$ cat config.mk
export PLATFORM = sky130hd
export DESIGN_NAME = pbwt_ctrl
export DESIGN_NICKNAME = d
export VERILOG_FILES = /design/src/rtl/core/pbwt_pkg.sv /design/src/rtl/core/pbwt_ctrl.sv
export SDC_FILE = /design/constraint.sdc
export NUM_CORES = 1
export LEC_CHECK = 0
export BUFFER_PORTS_ARGS = -buffer_cell sky130_fd_sc_hd__buf_2
export CAP_MARGIN = 10
export CORE_AREA = 2 2 39 41
export CTS_CLUSTER_SIZE = 12
export DETAILED_ROUTE_END_ITERATION = 8
export DIE_AREA = 0 0 41 43
export SKIP_LAST_GASP = 1
export SLEW_MARGIN = 20
export SYNTH_ARGS = -nofsm -noshare
export SYNTH_HDL_FRONTEND = slang
export SYNTH_SLANG_ARGS = --single-unit
$ cat constraint.sdc
create_clock -name clock -period 1.2 [get_ports clock]
set_input_delay 0.06 -clock clock [delete_from_list [all_inputs] [get_ports clock]]
set_output_delay 0.06 -clock clock [all_outputs]
set_load 0.005 [all_outputs]
$ cat src/rtl/core/pbwt_pkg.sv
`timescale 1ns / 1ps
// Shared types and constants of the promise ballot window table.
// No dependencies; used by every module of the block.
package pbwt_pkg;

   localparam int TABLE_DEPTH = 64;
   localparam int ID_W        = 64;
   localparam int WIN_W       = 7;
   localparam logic [WIN_W-1:0] WIN_RESET = 7'd64;

   // request kind codes
   localparam logic KIND_SET    = 1'b0;
   localparam logic KIND_LOOKUP = 1'b1;

   // response tuser bit positions
   localparam int RSP_FOUND_BIT = 0;
   localparam int RSP_END_BIT   = 1;
   localparam int RSP_UPD_BIT   = 2;

   // controller to datapath commands
   typedef struct packed {
      logic cap;
      logic cmp;
      logic sel;
      logic upd;
      logic evict;
   } pbwt_cmd_type;

   // datapath to controller status
   typedef struct packed {
      logic rsp_busy;
      logic over_limit;
   } pbwt_stat_type;

endpackage

$ cat src/rtl/core/pbwt_ctrl.sv
`timescale 1ns / 1ps
// Controller state machine of the promise ballot window table.
// Depends on pbwt_pkg for the command and status structs.
module pbwt_ctrl (
   input  logic                   clock,
   input  logic                   reset,
   input  logic                   req_tvalid,
   output logic                   req_tready,
   input  logic                   csr_tvalid,
   output logic                   csr_tready,
   input  pbwt_pkg::pbwt_stat_type stat,
   output pbwt_pkg::pbwt_cmd_type  cmd
);

   typedef enum logic [4:0] {
      ST_IDLE  = 5'b00001,
      ST_CMP   = 5'b00010,
      ST_SEL   = 5'b00100,
      ST_UPD   = 5'b01000,
      ST_EVICT = 5'b10000
   } state_type;

   state_type state_ff, state_in;

   // window writes only between items; a waiting write goes before a request
   assign csr_tready = (state_ff == ST_IDLE);
   assign req_tready = (state_ff == ST_IDLE) && !stat.rsp_busy && !csr_tvalid;

   // next state and commands
   always_comb begin
      state_in  = state_ff;
      cmd       = '0;
      unique case (state_ff)
         ST_IDLE: begin
            if (req_tvalid && req_tready) begin
               cmd.cap  = 1'b1;
               state_in = ST_CMP;
            end
         end
         ST_CMP: begin
            cmd.cmp  = 1'b1;
            state_in = ST_SEL;
         end
         ST_SEL: begin
            cmd.sel  = 1'b1;
            state_in = ST_UPD;
         end
         ST_UPD: begin
            cmd.upd  = 1'b1;
            state_in = ST_EVICT;
         end
         ST_EVICT: begin
            if (stat.over_limit) begin
               cmd.evict = 1'b1;
            end else begin
               state_in = ST_IDLE;
            end
         end
         default: state_in = ST_IDLE;
      endcase
   end

   always_ff @(posedge clock) begin
      if (reset) begin
         state_ff <= ST_IDLE;
      end else begin
         state_ff <= state_in;
      end
   end

endmodule

==> flow_summary.json <==
{
  "outcome": "finished, violations left",
  "violations": "setup timing",
  "dpl.hpwl_microns": 500,
  "coreArea_sq_um": 1380,
  "rsz0062_at_grt": "yes",
  "grt_pass1_vias": 277,
  "power.leakage_nw": 0.210,
  "swShare": 0.220,
  "cts.sinks": 5,
  "ant_nets": 0,
  "seq_area_frac_synth": 0.332,
  "crit_buf_inv": 1,
  "cp_data_arrival_time_ps": 1230,
  "critical_path.max_fanout": 3,
  "pre_cts_ws_ps": 7.63,
  "worstPathRequired_ps": 1140,
  "seq_power_share": 0.410,
  "cts_tree": "built",
  "grt_max_degree": 6,
  "p_clk_frac": 0.445,
  "place.gp.congestion": 0.782,
  "yosys-top-cells-area": "dfxtp_1 33%, and4bb_1 8.3%, nor3_2 6.6%, and2_1 6.2%, o41ai_2 5.4%",
  "htreeDepth": 1,
  "synth_area_leader_cell": "dfxtp_1",
  "net-switching-power_w": 0.0000932,
  "avgSynthCellArea_sq_um": 10.4,
  "powerDensity_nw_per_um2": 848,
  "vias": 294,
  "io_pins": 13,
  "numPortBuffers": 12,
  "dr.first_iter.drc_count": 2,
  "largest-register": "state_ff",
  "drc": 0,
  "worst_pin_slew_ps": 239,
  "relSlewSlack": 0.839,
  "die-area_sq_um": 1760,
  "synth_seq_cells": 5,
  "cpLargestDelayFamily": "simple AND/OR/NAND/NOR gates",
  "vdd_drop_max_mv": 0.616,
  "dpl_cell_area_sq_um": 404,
  "period_share": 1.08,
  "die_x_microns": 41,
  "grt_overflow": 0,
  "clock_latency_ps": 240,
  "syn-instance-count": 29,
  "hp-class": "primary input to flip-flop",
  "syn-cell-area_sq_um": 302,
  "regArea_sq_um": 105,
  "grt_usage": 0.0947,
  "drive_gt1_frac": 0.706,
  "wl_per_cell_microns": 10.3,
  "place_inst": 60,
  "hold_viol": 0,
  "crit_slowest_cell": "dfxtp_2",
  "drv_cap": 0,
  "path_clk_slew_ps": 40,
  "start_util": 0.218,
  "fin_worst_skew_ps": 0.328,
  "yosysTopAreaCellShare": 0.332,
  "finalSetupTns_ps": -270,
  "fill_cells": 137,
  "synth_nets": 35,
  "worstSetupPathType": "flip-flop to output pin",
  "multi_input_area_sq_um": 233,
  "routed_wl_microns": 692,
  "grt_pass1_wl_microns": 1080,
  "drv_slew": 0,
  "grt_antenna_before_repair": 0,
  "cp-end-kind": "output pin",
  "critPathLaunchType": "flip-flop",
  "largest_reg_flops": 5,
  "cts_root_buf": "clkbuf_4",
  "max_freq_mhz": 775,
  "comb_power_share": 0.145,
  "numCtsBuffers": 3,
  "antennaDiodeCount": 0,
  "layout_min_cycle_time_ps": 1290,
  "yosysUniqueCellTypes": 20,
  "cts_max_path_buffers": 2,
  "hold_slack_ps": 55.1,
  "cts_hold_buf": 0,
  "avgViaCountPerCell": 4.39,
  "cp_cell_sequence": "nor2b_2 -> and3_4 -> and2_1 -> buf_2",
  "intPower_w": 0.000331,
  "reg_top3": "state_ff (5)",
  "report.final.setup_viol": 6,
  "num-nets-final": 58,
  "fin_area_sq_um": 500,
  "dieHeight_microns": 43,
  "firstDrtPassIters": 2,
  "yosysWarningCount": 0,
  "finalNonFillerCells": 67,
  "rows": 14,
  "area_growth_pct": 66.0,
  "finalWorstSetupSlack_ps": -90.3,
  "slowest_delay_ps": 330
}
final timing paths:
check                      startpoint                       end  slack (ps)  depth (start not counted)
max          state_ff[0]$_SDFFE_PP1P_                    cmd[4]         -90                          4
min                             reset  state_ff[2]$_SDFFE_PP0P_          60                          2
max reg2reg  state_ff[4]$_SDFFE_PP0P_  state_ff[4]$_SDFFE_PP0P_           0                          5
min reg2reg  state_ff[3]$_SDFFE_PP0P_  state_ff[4]$_SDFFE_PP0P_         680                          3
logic make-up (layout without fill, tap and decap cells):
| family | after synthesis | count (layout) | share of synthesized area |
|---|---|---|---|
| buffers and inverters | 2 | 24 | 0.0373 |
| XOR/XNOR | 1 | 1 | 0.0291 |
| AO/OA/AOI/OAI | 3 | 3 | 0.112 |
| AND/OR/NAND/NOR | 18 | 18 | 0.490 |
| flip-flops | 5 | 5 | 0.332 |
through the flow:
step / utilization / power (W)
final: 0.362 / 0.000424
after global routing: 0.362 / 0.000448
after CTS: 0.345 / 0.000424
after detailed placement: 0.292 / 0.000222
after global placement: 0.292 / 0.000222
after floorplan: - / 0.000202
cells in the final DEF (no fill, tap or decap), drive strengths merged:
| master | n |
|---|---|
| or3b | 1 |
| and3b | 1 |
| buf | 19 |
| nor3 | 3 |
| xnor2 | 1 |
| or2 | 1 |
| nand3b | 1 |
| nor4b | 1 |
| a31oi | 1 |
| inv | 1 |
| o41ai | 1 |
| nor2b | 2 |
| and3 | 1 |
| and2 | 3 |
| dfxtp | 5 |
| o21ai | 1 |
| and4bb | 2 |
| nor2 | 1 |
| clkbuf | 4 |
| nor4 | 1 |
power groups by stage:
stage | clock [W] | sequential (W) | combinational (W)
global route | 0.000208 | 0.000174 | 0.0000665
global placement | 0 | 0.000175 | 0.0000470
floorplan | 0 | 0.000175 | 0.0000268
CTS | 0.000197 | 0.000173 | 0.0000538
detailed placement | 0 | 0.000175 | 0.0000471
finish | 0.000189 | 0.000174 | 0.0000615
layout make-up:
type	instances	area share
Multi-Input combinational cell	22	0.465
Timing Repair Buffer	19	0.225
Sequential cell	5	0.210
Clock buffer	4	0.0525
Tap cell	16	0.0400
Inverter	1	0.00750
worst reg2reg max path, delay by kind of cell, from the launching register on:
kind	cells	cell delay, ps
AND/OR/NAND/NOR	2	430
buffers and inverters	2	260
AO/OA/AOI/OAI	1	80
flip-flops	1	330
cell usage after synthesis:
library cell and number:
and4bb_1 2, nor3_2 2, nor3_1 1, nor4_1 1, o21ai_0 1, or2_1 1
nor4b_2 1, inv_1 1, nand3b_1 1, xnor2_1 1, a31oi_2 1, nor2b_1 2
and3_1 1, nor2_1 1, o41ai_2 1, or3b_1 1, dfxtp_1 5, buf_4 1
and3b_4 1, and2_1 3
layer usage:
metal / vias to the layer above / routed length (microns) / track usage
met5: - / 0 / 0
met4: 0 / 4 / 0.0600
met3: 2 / 55 / 0.0471
met2: 12 / 306 / 0.122
met1: 127 / 325 / 0.120
li1: 153 / - / -
repair_timing:
item | in CTS | in global routing
resized for setup | 6 | 6
gates cloned | 0 | 0
setup buffers | 3 | 0
setup endpoints to repair | 8 | 11
pin swaps | 4 | 6
Note: power is estimated with default switching activity, not from simulation.
